`config.mk`:
```
export PLATFORM = sky130hd
export DESIGN_NAME = huffman_mincode_table_builder_core
export DESIGN_NICKNAME = d
export VERILOG_FILES = /design/src/rtl/hmtb_pkg.sv /design/src/rtl/huffman_mincode_table_builder_core.sv /design/src/rtl/hmtb_datapath.sv
export SDC_FILE = /design/constraint.sdc
export NUM_CORES = 1
export LEC_CHECK = 0
export BUFFER_PORTS_ARGS = -buffer_cell sky130_fd_sc_hd__buf_2
export CAP_MARGIN = 20
export CORE_ASPECT_RATIO = 0.6
export CORE_MARGIN = 4
export CORE_UTILIZATION = 40
export DETAILED_ROUTE_END_ITERATION = 6
export GPL_ROUTABILITY_DRIVEN = 0
export PLACE_DENSITY = 0.56
export SYNTH_ARGS = -nofsm -noshare
export SYNTH_HDL_FRONTEND = slang
export SYNTH_SLANG_ARGS = --single-unit
```
`constraint.sdc`:
```
create_clock -name clock -period 10.3 [get_ports clock]
set_clock_uncertainty 0.1 [all_clocks]
set_input_delay 0.515 -clock clock [delete_from_list [all_inputs] [get_ports clock]]
set_output_delay 0.515 -clock clock [all_outputs]
set_load 0.01 [all_outputs]
```
`src/rtl/hmtb_pkg.sv`:
```
// Shared constants and types for the Huffman minimum-code table builder.
package hmtb_pkg;

   // Code lengths per table (JPEG uses 16)
   localparam int CODE_LENGTHS_DEF = 16;

   // Field widths
   localparam int CODE_W  = 16;
   localparam int COUNT_W = 8;
   localparam int RUN_W   = 12;

   // Saturation limits
   localparam logic [RUN_W-1:0]   RUN_MAX = {RUN_W{1'b1}};
   localparam logic [COUNT_W-1:0] CUM_MAX = {COUNT_W{1'b1}};

   // One result word
   typedef struct packed {
      logic [CODE_W-1:0]  min_code;
      logic [COUNT_W-1:0] cum_count;
      logic               count_overflow;
      logic               table_last;
      logic [CODE_W-1:0]  slot0_code;
   } result_type;

endpackage

```
`src/rtl/huffman_mincode_table_builder_core.sv`:
```
// Top level of the JPEG Huffman minimum-code table builder.
//
// Takes one per-length code count per word, lengths 1 to 16 in order, and
// returns one result word per count: the minimum code of that length, the
// saturated cumulative count with its overflow flag, and on the sixteenth
// length the table_last flag and the slot 0 replacement code. A table start
// flag restarts the table; without it the next table begins on its own after
// the sixteenth length. A count is held in the input register, worked on
// there and loaded into the output register once that register is free;
// one word per cycle is sustained while the result side keeps taking
// words. The rate is set by the per-word update of the running code,
// count and length index. No clearing pass is needed after reset.
module huffman_mincode_table_builder_core #(
   parameter int CODE_LENGTHS = hmtb_pkg::CODE_LENGTHS_DEF
) (
   input  logic                         clock,
   input  logic                         reset,
   input  logic                         req_valid,
   output logic                         req_ready,
   input  logic [hmtb_pkg::COUNT_W-1:0] req_code_count,
   input  logic                         req_table_start,
   output logic                         rsp_valid,
   input  logic                         rsp_ready,
   output logic [hmtb_pkg::CODE_W-1:0]  rsp_min_code,
   output logic [hmtb_pkg::COUNT_W-1:0] rsp_cum_count,
   output logic                         rsp_count_overflow,
   output logic                         rsp_table_last,
   output logic [hmtb_pkg::CODE_W-1:0]  rsp_slot0_code
);
   import hmtb_pkg::*;

   logic               in_valid_ff;
   logic [COUNT_W-1:0] in_count_ff;
   logic               in_start_ff;
   logic               rsp_valid_ff;
   result_type         rsp_word_ff;
   result_type         step_result;
   logic               advance;

   // Move the held input word to the output register when it is free
   assign advance   = in_valid_ff && (!rsp_valid_ff || rsp_ready);
   assign req_ready = !in_valid_ff || advance;

   // Input register
   always_ff @(posedge clock) begin
      if (reset) begin
         in_valid_ff <= 1'b0;
      end else if (req_ready) begin
         in_valid_ff <= req_valid;
      end
   end

   always_ff @(posedge clock) begin
      if (req_valid && req_ready) begin
         in_count_ff <= req_code_count;
         in_start_ff <= req_table_start;
      end
   end

   hmtb_datapath #(
      .CODE_LENGTHS (CODE_LENGTHS)
   ) u_datapath (
      .clock       (clock),
      .reset       (reset),
      .step_en     (advance),
      .code_count  (in_count_ff),
      .table_start (in_start_ff),
      .result      (step_result)
   );

   // Result register
   always_ff @(posedge clock) begin
      if (reset) begin
         rsp_valid_ff <= 1'b0;
      end else if (advance) begin
         rsp_valid_ff <= 1'b1;
      end else if (rsp_ready) begin
         rsp_valid_ff <= 1'b0;
      end
   end

   always_ff @(posedge clock) begin
      if (advance) begin
         rsp_word_ff <= step_result;
      end
   end

   assign rsp_valid          = rsp_valid_ff;
   assign rsp_min_code       = rsp_word_ff.min_code;
   assign rsp_cum_count      = rsp_word_ff.cum_count;
   assign rsp_count_overflow = rsp_word_ff.count_overflow;
   assign rsp_table_last     = rsp_word_ff.table_last;
   assign rsp_slot0_code     = rsp_word_ff.slot0_code;

   // Checks
   a_no_accept_when_full: assert property (@(posedge clock) disable iff (reset)
      (in_valid_ff && rsp_valid_ff && !rsp_ready) |-> !req_ready)
      else $error("input taken while both registers are full");

   a_overflow_saturates: assert property (@(posedge clock) disable iff (reset)
      (rsp_valid && rsp_count_overflow) |-> (rsp_cum_count == CUM_MAX))
      else $error("overflow flagged without saturated count");

   a_slot0_only_last: assert property (@(posedge clock) disable iff (reset)
      (rsp_valid && !rsp_table_last) |-> (rsp_slot0_code == '0))
      else $error("slot 0 code given on a length other than the last");

   a_reset_empty: assert property (@(posedge clock)
      reset |=> (!rsp_valid && req_ready))
      else $error("pipeline not empty after reset");

endmodule

```
`src/rtl/hmtb_datapath.sv`:
```
// Table-build state and per-length minimum code arithmetic.
module hmtb_datapath #(
   parameter int CODE_LENGTHS = hmtb_pkg::CODE_LENGTHS_DEF
) (
   input  logic                         clock,
   input  logic                         reset,
   input  logic                         step_en,
   input  logic [hmtb_pkg::COUNT_W-1:0] code_count,
   input  logic                         table_start,
   output hmtb_pkg::result_type         result
);
   import hmtb_pkg::*;

   localparam int LEN_W = $clog2(CODE_LENGTHS);
   localparam logic [LEN_W-1:0] LAST_IDX = LEN_W'(CODE_LENGTHS - 1);

   logic [CODE_W-1:0] running_code_ff, running_code_in;
   logic [RUN_W-1:0]  running_count_ff, running_count_in;
   logic [CODE_W-1:0] prev_min_code_ff, prev_min_code_in;
   logic [LEN_W-1:0]  length_index_ff, length_index_in;

   logic [LEN_W-1:0]  idx_eff;
   logic [CODE_W-1:0] code_eff;
   logic [RUN_W-1:0]  runc_eff;
   logic [CODE_W:0]   shifted;
   logic              empty_len;
   logic [CODE_W-1:0] min_code;
   logic [CODE_W-1:0] code_sum;
   logic [RUN_W:0]    cnt_sum;
   logic [RUN_W-1:0]  cnt_sat;
   logic              last;
   logic              overflow;

   // Table start clears the running values before this length is handled
   assign idx_eff  = table_start ? '0 : length_index_ff;
   assign code_eff = table_start ? '0 : running_code_ff;
   assign runc_eff = table_start ? '0 : running_count_ff;

   // Minimum code: empty lengths past the first take max(code, prev << 1)
   assign shifted   = {prev_min_code_ff, 1'b0};
   assign empty_len = (code_count == '0) && (idx_eff != '0);

   always_comb begin
      if (empty_len) begin
         if ({1'b0, code_eff} > shifted) begin
            min_code = code_eff;
         end else begin
            min_code = shifted[CODE_W-1:0];
         end
      end else begin
         min_code = code_eff;
      end
   end

   // Running code and saturating cumulative count
   assign code_sum = code_eff + CODE_W'(code_count);
   assign cnt_sum  = {1'b0, runc_eff} + (RUN_W + 1)'(code_count);
   assign cnt_sat  = (cnt_sum > {1'b0, RUN_MAX}) ? RUN_MAX : cnt_sum[RUN_W-1:0];
   assign last     = (idx_eff == LAST_IDX);
   assign overflow = (cnt_sat > RUN_W'(CUM_MAX));

   // Result word
   always_comb begin
      result.min_code       = min_code;
      result.cum_count      = overflow ? CUM_MAX : cnt_sat[COUNT_W-1:0];
      result.count_overflow = overflow;
      result.table_last     = last;
      if (!last) begin
         result.slot0_code = '0;
      end else if (code_count != '0) begin
         result.slot0_code = min_code + CODE_W'(code_count) - CODE_W'(1);
      end else begin
         result.slot0_code = min_code;
      end
   end

   // Next state; the last length wraps back to a fresh table
   always_comb begin
      prev_min_code_in = min_code;
      if (last) begin
         running_code_in  = '0;
         running_count_in = '0;
         length_index_in  = '0;
      end else begin
         running_code_in  = {code_sum[CODE_W-2:0], 1'b0};
         running_count_in = cnt_sat;
         length_index_in  = idx_eff + LEN_W'(1);
      end
   end

   always_ff @(posedge clock) begin
      if (reset) begin
         running_code_ff  <= '0;
         running_count_ff <= '0;
         prev_min_code_ff <= '0;
         length_index_ff  <= '0;
      end else if (step_en) begin
         running_code_ff  <= running_code_in;
         running_count_ff <= running_count_in;
         prev_min_code_ff <= prev_min_code_in;
         length_index_ff  <= length_index_in;
      end
   end

endmodule

```
# == After elaboration in Yosys (flattened, before gate mapping) ==
# Index checks and enable logic that the tools add are counted.
# classes
n_addsub,5
n_lt_le_gt_ge,3
eq_ne,1
n_mux,12
n_reduce_logical,11
# op_table
operator,count
two-way mux 16 bit,5
two-way mux 12 bit,3
greater-than comparator 16 x 17 -> 1 bit,1
adder 16 x 8 -> 16 bit,1
"subtractor 16 x 1 -> 16 bit, second input constant",1
adder 15 x 8 -> 15 bit,1
adder 12 x 8 -> 13 bit,1
"greater-than comparator 13 x 12 -> 1 bit, second input constant",1
"greater-than comparator 12 x 8 -> 1 bit, second input constant",1
zero test 8 bit,1
two-way mux 4 bit,2
nonzero test 8 bit,1
"adder 4 x 1 -> 4 bit, second input constant",1
"== test 4 bit, second input constant",1
nonzero test 4 bit,1
logical AND 1 bit,3
zero test 1 bit,2
logical OR 1 bit,2
two-way mux 1 bit,2
nonzero test 2 bit,1
# word_totals
ff_bits,101
inputBits,13
out_inout_bits,44
word_cells,45

# == Depth between registers and ports, before layout ==
# Gate-level depths: netlist of run 1.
# depth
depth_word,7
mapped_depth,28

# == By module ==
# From an unflattened synthesis of run 1, not the netlist that was laid out.
# hier_totals
hier_cells,674
area_unflattened_um2,6024.5
# by_module_without_submodules
mod,instances,cells_per_inst,area_each_um2,seq_area_each_um2
hmtb_datapath,1,613,4389.2,920.9
huffman_mincode_table_builder_core,1,61,1635.3,1571.5

# == Worst setup path before layout of run 1 ==
# Ideal clock, no wire load.
# synth_path
path_type,register -> register
startpoint,register in_start_ff
endpoint,"register rsp_word_ff (netlist bit rsp_slot0_code[14]), data pin"
setup_time_ns,0.140
arrival_time_ns,5.703
required_ns,10.060
slack_ns,4.357
stages_incl_launch_ff,27
period_less_slack_ns,5.943
path_cell_list,edfxtp_1 -> buf_2 -> clkbuf_1 -> clkbuf_1 -> nor2b_1 -> ha_1 -> and4b_1 -> nand3_1 -> nor3_1 -> or4b_1 -> a31oi_1 -> a211oi_4 -> buf_6 -> nor2b_1 -> inv_1 -> ha_1 -> inv_1 -> ha_1 -> a21o_1 -> a21o_1 -> a2111oi_0 -> o31ai_1 -> o41ai_1 -> o21ai_0 -> xnor2_1 -> mux2_2 -> nor2_1
# synth_lines
item,line_no,text
start: declaration,huffman_mincode_table_builder_core.sv:34,logic in_start_ff;
start signal: assignment,huffman_mincode_table_builder_core.sv:56,in_start_ff <= req_table_start;
end signal: assignment,huffman_mincode_table_builder_core.sv:84,rsp_word_ff <= step_result;
end: declaration,huffman_mincode_table_builder_core.sv:36,result_type rsp_word_ff;

# == Worst setup path after layout of run 1 ==
# layout_path
startpoint,register in_start_ff
endpoint,"register rsp_word_ff (netlist bit rsp_slot0_code[14]), data pin"
# layout_between
elab_chain_cells,7
elab_cells_between_ends,11
classes_between,add/sub (2); order compare (1); eq/ne (1); mux (5); reduce/logical (2)
# layout_rtl
item,line_no,text
two-way mux 16 bit / two-way mux 4 bit (equally long branches),"hmtb_datapath.sv:36, hmtb_datapath.sv:35",
greater-than comparator 16 x 17 -> 1 bit / nonzero test 4 bit (equally long branches),"hmtb_datapath.sv:45, hmtb_datapath.sv:41",
two-way mux 16 bit / logical AND 1 bit (equally long branches),"hmtb_datapath.sv:45, hmtb_datapath.sv:41",
two-way mux 16 bit,hmtb_datapath.sv:44,if (empty_len) begin
adder 16 x 8 -> 16 bit,hmtb_datapath.sv:71,result.slot0_code = min_code + CODE_W'(code_count) - CODE_W'(1);
subtractor 16 x 1 -> 16 bit,hmtb_datapath.sv:71,
two-way mux 16 bit,hmtb_datapath.sv:70,end else if (code_count != '0) begin
# Parallel ways exist; a longest one is shown, timed or not.
# A chain may end at the register's enable or synchronous reset.

==> results of run 1 <==
-- worst reg2reg max path, delay by kind of cell, from the launching register on --
| kind | cells | cell delay (ns) |
|---|---|---|
| flip-flops | 1 | 0.32 |
| buffers and inverters | 3 | 0.74 |
| multiplexers | 2 | 0.53 |
| AO/OA/AOI/OAI | 8 | 2.45 |
| adder cells (fa/ha/maj) | 3 | 0.86 |
| XOR/XNOR | 1 | 0.16 |
| AND/OR/NAND/NOR | 6 | 1.39 |
-- flip-flops by register name, indices dropped and copies added, names as in the netlist --
| name | flops |
|---|---|
| rsp_cum_count | 8 |
| in_start_ff | 1 |
| rsp_slot0_code | 16 |
| in_count_ff | 8 |
| rsp_valid | 1 |
| rsp_count_overflow | 1 |
| in_valid_ff | 1 |
| u_datapath.running_code_ff | 15 |
| u_datapath.running_count_ff | 12 |
| u_datapath.length_index_ff | 4 |
| rsp_min_code | 15 |
| u_datapath.prev_min_code_ff | 15 |
| rsp_table_last | 1 |
-- kinds of logic (layout without fill, tap and decap cells) --
kind of cell	count (synthesis)	in the layout	share of synthesized area, %
muxes	29	29	4.97
buffers and inverters	92	139	6.06
xor gates and xnor gates	32	32	4.68
other	1	1	0.0626
DFF	98	98	41.1
and+or+nand+nor	217	217	16.8
AOI/OAI and AO/OA	150	150	16.6
adders and majority gates	45	45	9.69
-- path summary, 6_finish.rpt --
path                                                startpoint                              to  slack, ns  depth (start not counted)
worst max-delay path                               in_start_ff              rsp_slot0_code[14]       3.62                         23
worst max register to register                     in_start_ff              rsp_slot0_code[14]       3.62                         23
worst min-delay path                           req_table_start                     in_start_ff       0.24                          1
worst min register to register  u_datapath.running_count_ff[7]  u_datapath.running_count_ff[7]       0.35                          2
-- cells in the mapped netlist, types with 4 or more instances --
master	n
nor2_1	82
inv_1	62
o31ai_1	5
o21ai_0	43
a211oi_1	17
o211ai_1	4
nand3_1	13
edfxtp_1	50
ha_1	40
a22oi_1	7
nor2b_1	25
nor3_1	8
dfxtp_1	48
a21o_1	7
nand2b_1	7
and3_1	4
clkbuf_1	23
mux2i_1	25
nand2_1	57
xnor2_1	29
o21a_1	7
a21oi_1	29
-- through the flow --
step | hold slack (ns) | cells | instance area [um^2] | worst slack, ns | power, mW
floorplan | 0.317 | 664 | 5990 | 4.36 | 0.561
global placement | 0.333 | 893 | 6420 | 3.96 | 0.595
detailed placement | 0.340 | 893 | 6420 | 3.77 | 0.598
CTS | 0.226 | 909 | 6750 | 3.71 | 0.973
global route | 0.224 | 909 | 6750 | 3.13 | 1.01
finish | 0.241 | 909 | 6750 | 3.62 | 0.962
-- power by group through the flow --
stage               Clock [mW]  Sequential, mW  Combinational (mW)
CTS                      0.383           0.443               0.147
floorplan                    0           0.451               0.110
detailed placement           0           0.452               0.146
finish                   0.372           0.443               0.146
global route             0.401           0.446               0.167
global placement             0           0.451               0.143
-- area by class of cell --
| class | count | area, um^2 |
|---|---|---|
| Multi-Input combinational cell | 474 | 3170 |
| Fill cell | 1391 | 7840 |
| Clock buffer | 11 | 243 |
| Clock inverter | 5 | 86.3 |
| Timing Repair Buffer | 60 | 313 |
| Sequential cell | 98 | 2460 |
| Inverter | 63 | 236 |
| Tap cell | 198 | 248 |
-- per-layer routing --
layer,routed length (um),up-vias,part of all wire (%),track usage (%)
met5,0,-,0,0
met4,74,0,0.54,3.30
met3,735,6,5.4,3.26
met2,5700,127,42,25.6
met1,7190,2252,52,23.9
li1,-,2416,-,-
==> flow_results.org, run 1 <==
** CTS
- Clk Latency, worst-skew pair :: 0.34 ns
- Maximum level of the CTS H-tree :: 3
- Root cell of the clock tree :: clkbuf_16
- The number of gates resized after CTS was 0.
- Post-CTS timing repair inserted 0 buffers for setup.
- Hold Buf Count CTS :: 0
- For this design, the sink count on the clock tree is 98.
- TritonCTS clock tree :: built
- Maximum root-to-sink buffer count :: 2
- After clock tree synthesis, the clock-pin slew on the worst setup and hold paths is 0.07 ns.
- Counting the buffers created by CTS gives 9.

** Power and ir drop
- In this run, the clock network consumes 38.7% of the power.
- The internal power of the cells totals 0.713 mW.
- Sw Pwr :: 0.249 mW
- Registers are responsible for 46.1% of the overall power.
- Across the VDD grid, the largest voltage drop is between 0.07 and 0.08 mV.
- Summed over all cells, the static leakage comes to roughly 2.9 nW.
- Net switching is between 20 and 30% of the power.
- Dividing total power by cell area gives a power density of about 140 mW/mm^2.
- Combinational share of power :: 15.2%

** Setup path
- Top cell family by delay on the critical path :: compound AO/OA/AOI/OAI gates
- Critical path's largest stage delay :: roughly 0.76 ns
- Critical Path AT :: slightly below 7 ns
- Worst setup path class :: flop to flop
- Data on the critical path is required at its endpoint by 10.41 ns.
- Bufs and invs on worst path :: 3
- The worst setup path is launched from a flop.
- Worst setup EP type :: flop
- CP dominant cell by count :: ha_1
- Cell at the slowest stage of the critical path :: a2111oi_0
- The critical path goes through buf_4 -> nor2b_1 -> ha_1 -> and4b_1 -> nand3_1 -> nor3_1 -> or4b_1 -> a31oi_1 -> a211oi_4 -> buf_4 -> mux2i_1 -> ha_1 -> inv_1 -> ha_1 -> a21o_1 -> a21o_1 -> a2111oi_0 -> o31ai_1 -> o41ai_1 -> o21ai_0 -> xnor2_1 -> mux2_2 -> nor2_1.
- Critical path fanouts, max :: 42

** Timing
- Setup repair after global routing left no endpoint under its margin.
- Counting I/O delays and the setup requirement, the final critical path takes 6.68 ns.
- Hold violation count in the final report :: 0
- Based on the critical path, the design can be clocked at up to 150 MHz.
- Setup violations remaining at the end of the flow were counted as 0.
- Final slew viol count :: 0
- Worst relative slew slack :: 28.9%
- Aggregate negative setup slack :: 0 ns
- Slew of the pin with the lowest slew margin :: about 1.1 ns
- Post-route clock period utilization :: around 65%

** Drt
- The first TritonRoute pass finished after 5 iterations.
- Drt via density :: ~5.3
- For this block, the routed nets add up to 13.7 mm of wire.
- Once detail routing completed, the nets flagged for antenna violations numbered 0.
- After detailed routing, the average wire length per cell comes to roughly 15 um.
- The final route contains 4801 vias.
- Number of DRC markers in iteration 0 :: 339
- After detailed routing, the number of remaining DRC violations is 0.

** Finish
- Cells fill around 46% of the core in the end.
- Number of diodes :: 0
- Final #Nets :: 762
- The library cell used most frequently in the layout, excluding fill and tap cells, is nor2_1.
- Fraction of final layout cells sized beyond drive strength 1 :: 12.2%
- Layout area overhead :: 12.7%
- The library cells used most frequently in the layout, excluding fill and tap cells, are nor2_1, inv_1, nand2_1.

** Yosys
- After synthesis the netlist holds a flip-flop and latch count of a little under 100.
- In this run the cell area of the synthesized design comes to around 0.0060 mm^2.
- After synthesis, the mean cell area works out to 9.02 um^2.
- Async SR Flop Fraction :: 0%
- Number of warnings reported in the yosys synthesis log :: 0
- Synth cell types :: 67
- Portion of the post-synthesis area used by sequential elements :: 41.1%
- Largest area contributor in the synthesized netlist :: edfxtp_1
- By area the synthesized netlist is led by edfxtp_1, dfxtp_1, ha_1, nor2_1, xnor2_1.
- In this run, synthesis inferred 50 flip-flops with an integrated enable.
- Net count after synthesis :: 720
- Synthesis handed over a netlist of 664 instances.
- Dominant register cell in the synthesized netlist :: edfxtp_1
- After synthesis, the largest area contributor takes up 25.1% of total cell area.

** Die
- Initial Util :: 41.1%
- In this run the horizontal extent of the chip is 166 um.
- Core area :: 0.0146 mm^2
- During I/O placement, the number of pins put on the boundary was 57.
- Total number of placement rows :: 34
- Full die area :: 0.0171 mm^2
- Die span in y :: 103 um

** Placement
- Final HPWL DP :: 9.87 mm
- Buffers placed on the I/O ports in this run total 55.

** Outcome
- Status :: finished, final reports clean

** GRT
- The number of antenna violations at the first check in global routing came to 0.
- Gr ovfl total :: 0
- The number of global-route vias before repair came to between 4000 and 5000.
- First-pass GRT wire length :: 22.8 mm
- Largest net degree at the start of global routing :: 79
- Global routing used 16.4% of the available tracks across all layers.

** Job
- Number of max-cap violations :: 0

** Worst hold path
- Worst min-delay path class :: primary input to flop
No activity file was read; power rests on OpenSTA's default activity.
==> run 2: changes to the inputs <==
Settings changed: PLACE_DENSITY 0.56 to 0.58.
Clock period 10.3 ns to 5.94 ns, I/O delays scaled along.
==> run 2 against run 1 <==
Effect of this change:
- die area did not move
- non-clock buffer count grew 16
- global-route usage grew 0.36 points
- maximum frequency rose by 17%
- critical path depth unchanged
- worst hold slack worse by 0.22 ns
- design area increased by 2.4%
- combinational power rose by 90%
- sequential share of layout area shrank 0.85 points
- register-to-register slack worse by 3.4 ns
- utilization up 1.1 points
==> flow_results.org, run 2 (synthesized netlist as in run 1, its figures left out) <==
** Outcome
- The flow ran to the end, and the final reports show no timing, DRC or antenna violations.

** Setup path
- STA classifies the critical path startpoint as a flop.
- The largest stage delay on the critical path is 0.52 ns (-0.24 ns).
- STA classifies the critical path endpoint as a flop.
- The slowest stage of the critical path belongs to the cell or4b_1.
- The data arrival time at the worst-slack endpoint came to 5.81 ns (-0.98 ns).
- Critical path fanouts, max :: 5 (-88%)
- Cell chain of the critical path :: buf_4 -> nor2b_1 -> ha_1 -> and4b_1 -> nand3_1 -> nor3_4 -> or4b_1 -> a31oi_4 -> a211oi_4 -> mux2i_2 -> ha_1 -> inv_1 -> ha_1 -> a21o_1 -> a21o_1 -> a2111oi_2 -> buf_4 -> o31ai_1 -> o41ai_2 -> o21ai_1 -> xnor2_1 -> mux2_2 -> nor2_1
- The critical path in this run is classified as flop to flop.
- The length in cells of the worst reg-to-reg path was 23 (unchanged).
- The most numerous cell type found on the critical path is ha_1.
- Required @ worst endpoint :: 6.05 ns (-4.36 ns)

** Finish
- The final design utilization is 47.4% (+1.1 points).
- Commonest non-fill, non-tap cells in the layout :: nor2_1, inv_1, nand2_1
- Multi-input combinational cell area :: 0.00324 mm^2 (+2.3%)
- Final #Nets :: 778 (+2.1%)
- The count of inserted antenna diode cells was 0 (unchanged).
- Max reg flops :: 16 (unchanged)
- Area taken by flip-flops and latches :: 0.00246 mm^2 (unchanged)
- The share of post-route cells with drive strength above 1 is 15.4% (+3.2 points).
- Leading cell type in the layout, fill and taps excluded :: nor2_1
- From synthesis to final layout, the design area changed by 15.4%.
- The number of filler instances in the final layout is 1341 (-3.6%).

** CTS
- Clock slew at reported path FFs :: 0.07 ns (about the same)
- The cell sitting at the root of the clock tree is a clkbuf_16.
- Clock tree sinks :: 98 (unchanged)
- TritonCTS clock tree :: built
- Hold Buf Count CTS :: 0 (unchanged)
- Maximum level of the CTS H-tree :: 3 (unchanged)
- The number of buffers inserted during clock tree synthesis was 9 (unchanged).
- Maximum root-to-sink buffer count :: 2 (unchanged)
- Clk Latency, worst-skew pair :: 0.34 ns (about the same)

** Power and ir drop
- Static leakage :: 2.95 nW (+2.6%)
- Power density over the cells :: 237 mW/mm^2 (+66%)
- The total power was 1.64 mW (+70%).
- The worst vdd rail ir drop came to 0.131 mV (+68%).

** Drt
- Remaining design rule violation count :: 0 (unchanged)
- WL final :: 13.9 mm (+1.3%)
- The wire length per cell after detailed routing is 15.0 um (-0.44%).
- Post-route ant nets :: 0 (unchanged)
- Number of DRC markers in iteration 0 :: 370 (+9.1%)
- The number of vias after detailed routing came to 4821 (+0.42%).
- The first-pass iteration count of the detailed router came to 5 (unchanged).
- The average vias per placed instance is 5.21 (-1.3%).

** Timing
- The final worst-path cycle share is 96.1% (+31 points).
- Slew of the pin with the lowest slew margin :: 0.903 ns (-0.161 ns)
- The post-layout minimum cycle time came to 5.71 ns (-0.975 ns).
- The final number of max-transition violations came to 0 (unchanged).
- The total count of hold-check failures in the final report is 0 (unchanged).
- The headroom to the max-slew limit was 39.8% (+11 points).
- Aggregate negative setup slack :: 0 ns (unchanged)
- Achievable clock frequency :: 175 MHz (+17%)
- Number of setup violations in the final report :: 0 (unchanged)

** Die
- The overall die area is 0.0171 mm^2 (unchanged).
- The core area came to 0.0146 mm^2 (unchanged).
- Horizontal die dimension :: 166 um (unchanged)
- Die span in y :: 103 um (unchanged)
- Total number of placement rows :: 34 (unchanged)
- Number of ports placed on the die boundary :: 57 (unchanged)
- The starting density of the core came to 41.1% (unchanged).

** Placement
- Final HPWL DP :: 10.1 mm (+2.3%)
- Input/output buffers :: 55 (unchanged)

** GRT
- Global-route usage over all layers :: 16.8% (+0.36 points)
- The first-pass GRT wire length came to 23.2 mm (+1.5%).
- The number of antenna violations at the first check in global routing is 0 (unchanged).
- Gr ovfl total :: 0 (unchanged)
- Largest net degree at the start of global routing :: 79 (unchanged)
- The number of global-route vias before repair is 4532 (+1.2%).

** Worst hold path
- Number of stages on the worst hold path :: 1 (unchanged)
- Worst min-delay path class :: primary input to flop

** Job
- The count of maximum capacitance violations came to 0 (unchanged).
[run 2: cell types whose count changed in the layout (fill, tap and decap cells not counted), sizes merged]
cell	before	now
clkbuf	11	10
inv	64	65
bufinv	2	1
buf	60	76
clkinv	2	3
[run 2: power breakdown]
| group | internal, mW | switching (mW) |
|---|---|---|
| Clock | 0.329 | 0.263 |
| Sequential | 0.744 | 0.0249 |
| Combinational | 0.123 | 0.155 |
| Total | 1.20 | 0.443 |
[run 2: final timing paths]
check                                         to  slack, ns                           start
setup / recovery              rsp_slot0_code[14]       0.23                     in_start_ff
hold / removal                    in_count_ff[3]       0.02               req_code_count[3]
setup reg to reg              rsp_slot0_code[14]       0.23                     in_start_ff
hold reg to reg   u_datapath.running_count_ff[3]       0.35  u_datapath.running_count_ff[3]
[run 2: routing by layer]
layer / GRT usage [%] / vias up / routed length (um)
li1: - / 2435 / -
met1: 24.6 / 2255 / 7200
met3: 3.49 / 14 / 682
met5: 0 / - / 0
met4: 4.06 / 0 / 112
met2: 25.5 / 117 / 5890
[run 2: per-stage QoR]
| stage | setup WS [ns] | instance area, um^2 | instances | hold WS [ns] |
|---|---|---|---|---|
| floorplan | 0.0859 | 5990 | 664 | 0.296 |
| global placement | 0.158 | 6520 | 906 | 0.331 |
| detailed placement | 0.0290 | 6520 | 906 | 0.337 |
| CTS | 0.0173 | 6820 | 922 | 0.0114 |
| global route | -0.0629 | 6920 | 925 | 0.00810 |
| finish | 0.234 | 6920 | 925 | 0.0214 |
[run 2: area by class of cell]
cell class                      instances  share of cell area [%]
Clock inverter                          6                   0.941
Timing Repair Buffer                   76                    6.31
Inverter                               63                    3.42
Multi-Input combinational cell        474                    46.8
Clock buffer                           10                    3.31
Tap cell                              198                    3.58
Sequential cell                        98                    35.6
[run 2: critical path: cells and delay by family, from the launching register on]
kind | cells | cell delay [ns]
adder cells (fa/ha/maj) | 3 | 0.79
XOR/XNOR | 1 | 0.14
AND/OR/NAND/NOR | 6 | 1.40
AO/OA/AOI/OAI | 8 | 1.77
multiplexers | 2 | 0.45
flip-flops | 1 | 0.47
buffers and inverters | 3 | 0.43
[run 2: what timing repair did]
item	4_1_cts	5_1_grt
gates resized for setup	1	17
endpoints found under the hold margin	0	0
endpoints found under the setup margin	1	4
gates cloned	0	0
pin swaps	0	2
setup buffers	0	3
==> run 3: changes to the inputs <==
Settings changed: BUFFER_PORTS_ARGS -buffer_cell sky130_fd_sc_hd__buf_2 to unset, DONT_BUFFER_PORTS set to 1, PLACE_DENSITY 0.58 to 0.54.
==> run 3 against run 2 <==
Effect of this change:
- wire length grew 3.3%
- sequential power grew 1%
- maximum frequency grew 1.6%
- combinational power down 5%
- cell count decreased by 5.2%
- critical path depth down 1
- die area unchanged
- critical path type unchanged
- highest routed layer is now met5
- largest cell class unchanged
==> flow_results.org, run 3 (synthesized netlist as in run 1, its figures left out) <==
** Setup path
- The length in cells of the worst reg-to-reg path came to 22 (-4.3%).
- The largest stage delay on the critical path came to 0.52 ns (about the same).
- The setup path with the least slack is of type flop to flop.
- STA classifies the critical path startpoint as a flop.
- The data required time at the worst endpoint came to 6.04 ns (about the same).
- Critical Path AT :: 5.72 ns (-0.09 ns)
- Traced cell by cell, the critical path runs through buf_12 -> nor2b_1 -> ha_1 -> and3_1 -> a311o_1 -> a21oi_2 -> a31oi_4 -> a211oi_4 -> buf_4 -> mux2i_1 -> ha_1 -> inv_1 -> ha_1 -> or2_2 -> a21oi_1 -> a21oi_2 -> a41oi_1 -> a211o_1 -> o21ai_1 -> nand2b_1 -> mux2i_2 -> mux2i_1.
- Worst setup EP type :: flop
- The maximum fanout count along the critical path is 20 (+15).
- CP dominant cell by count :: ha_1
- For this design, the slowest cell found on the critical path is edfxtp_1.

** Drt
- The first-pass iteration count of the detailed router came to 5 (unchanged).
- The aggregate routed wire length is 14.3 mm (+3.3%).
- The detailed router's first-iteration violation count is 298 (-19%).
- Vias after detailed routing :: 4682 (-2.9%)
- The wire length per cell after detailed routing is 16.4 um (+9.0%).
- Remaining design rule violation count :: 0 (unchanged)
- The remaining antenna violation count after routing came to 0 (unchanged).
- Drt via density :: 5.34 (+2.4%)

** Power and ir drop
- Share of power burned in registers :: 46.7% (-0.2 points)
- The clock share of power was 37.5% (+1.4 points).
- Power density over the cells :: 247 mW/mm^2 (+4.1%)
- Sw Pwr :: 0.441 mW (-0.51%)
- The leakage dissipation was 2.77 nW (-6.2%).
- The worst vdd rail ir drop came to 0.128 mV (-2.7%).
- The combinational cell fraction of total power was 15.8% (-1.2 points).
- Internal Power :: 1.23 mW (+2.8%)
- The switching part of the total came to 26.4% (-0.65 points).

** Finish
- Max reg flops :: 16 (unchanged)
- In the layout the commonest cells are nor2_1, inv_1, nand2_1.
- Leaving out fill and tap cells, the most frequent cell in the layout is nor2_1.
- Layout filler cell count :: 1396 (+4.1%)
- Final Instance Count excl. Fillers :: 877 (-5.2%)
- The number of nets in the layout is 730 (-6.2%).
- Layout area overhead :: 13.0%
- The final standard cell area without fillers was 0.00677 mm^2 (-2.1%).
- The share of post-route cells with drive strength above 1 is 8.25% (-7.2 points).
- Util after Layout :: 46.4% (-0.99 points)
- The count of inserted antenna diode cells was 0 (unchanged).

** Timing
- The total count of hold-check failures in the final report was 0 (unchanged).
- The achievable clock frequency was 178 MHz (+1.6%).
- Post-route clock period utilization :: 94.6% (-1.5 points)
- Final slew viol count :: 0 (unchanged)
- The post-layout minimum cycle time is 5.62 ns (-0.0892 ns).
- Setup repair after global routing left no endpoint under its margin.
- Slew of the pin with the lowest slew margin :: 0.913 ns (+0.0101 ns)
- Post-Route Hold Slack :: 0.0616 ns (+0.0402 ns)
- Worst relative slew slack :: 39.1% (-0.67 points)
- The total of endpoints with negative setup slack in the final report came to 0 (unchanged).

** CTS
- The number of buffers on the longest clock path came to 2 (unchanged).
- Maximum level of the CTS H-tree :: 3 (unchanged)
- Clock slew at reported path FFs :: 0.07 ns (about the same)
- Clock tree sinks :: 98 (unchanged)
- TritonCTS built the clock tree.
- The later-pin clock latency in the skew report was 0.35 ns (about the same).
- The tree is rooted in a clkbuf_16.
- Clock buffers created by TritonCTS :: 9 (unchanged)

** GRT
- Global-route usage over all layers :: 16.9% (+0.16 points)
- Number of antenna violations at the first check in global routing :: 2 (+2)
- Gr ovfl total :: 0 (unchanged)
- The number of global-route vias before repair came to 4565 (+0.73%).
- The first-pass GRT wire length came to 23.5 mm (+1.5%).
- The largest net degree at the start of global routing came to 79 (unchanged).

** Outcome
- Status :: finished, final reports clean

** Die
- The number of placement rows is 34 (unchanged).
- The die boundary width was 166 um (unchanged).
- Die span in y :: 103 um (unchanged)
- The number of ports placed on the die boundary was 57 (unchanged).
- Full die area :: 0.0171 mm^2 (unchanged)
- Core area :: 0.0146 mm^2 (unchanged)
- Initial Util :: 41.1% (unchanged)

** Worst hold path
- Worst min-delay path class :: primary input to flop
- Number of stages on the worst hold path :: 3 (+2)

** Placement
- Input/output buffers :: 0 (-100%)
- The placed instance count was 847 (-6.5%).
- Final HPWL DP :: 10.1 mm (about the same)
- The post-detailed-placement cell area was 0.00623 mm^2 (-4.5%).

** Job
- The count of maximum capacitance violations was 0 (unchanged).
## run 3: timing repair
item / 4_1_cts / 5_1_grt
endpoints found under the hold margin: 39 / 0
pin swaps: 0 / 4
resized for setup: 2 / 19
buffers inserted: 0 / 3
hold buffers: 11 / 0
setup endpoints to repair: 1 / 4
## run 3: power by group through the flow
stage	Clock, mW	Sequential, mW	Combinational, mW
after floorplan	0	0.782	0.191
after global placement	0	0.794	0.229
after detailed placement	0	0.795	0.235
after CTS	0.639	0.780	0.248
after global routing	0.671	0.783	0.299
final	0.626	0.780	0.265
## run 3: final timing paths
kind,startpoint,end,slack [ns]
min,rsp_ready,rsp_valid,0.06
max,in_start_ff,rsp_slot0_code[15],0.32
min reg2reg,u_datapath.running_count_ff[6],u_datapath.running_count_ff[6],0.35
max reg2reg,in_start_ff,rsp_slot0_code[15],0.32
## run 3: metal layers
layer  track usage (%)  share of wire [%]  vias to the layer above
li1                  -                  -                     2338
met4              4.69                1.4                        4
met3              4.14                4.0                       18
met2              26.3                 42                       93
met5                 0               0.19                        -
met1              23.8                 53                     2229
## run 3: final cells by class
type,instances,area (um^2),area share [%]
multi-input combinational,474,3250,48.1
sequential,98,2460,36.4
timing repair buffer,28,260,3.84
tap,198,248,3.66
inverter,63,236,3.49
clock buffer,10,229,3.38
clock inverter,6,81.3,1.20
## run 3: critical path: cells and delay by family (launching register included)
| kind | cells | cell delay, ns |
|---|---|---|
| and+or+nand+nor | 4 | 0.81 |
| AOI/OAI and AO/OA | 9 | 1.90 |
| adders and majority gates | 3 | 0.82 |
| muxes | 3 | 0.73 |
| buffers and inverters | 3 | 0.59 |
| DFF | 1 | 0.52 |
## run 3: through the flow
stage | power, mW | setup TNS (ns) | setup slack (ns)
after floorplan | 0.973 | 0 | 0.0859
after global routing | 1.75 | 0 | 0.00835
after detailed placement | 1.03 | -0.0385 | -0.0385
final | 1.67 | 0 | 0.323
after CTS | 1.67 | 0 | 0.0932
after global placement | 1.02 | 0 | 0.167
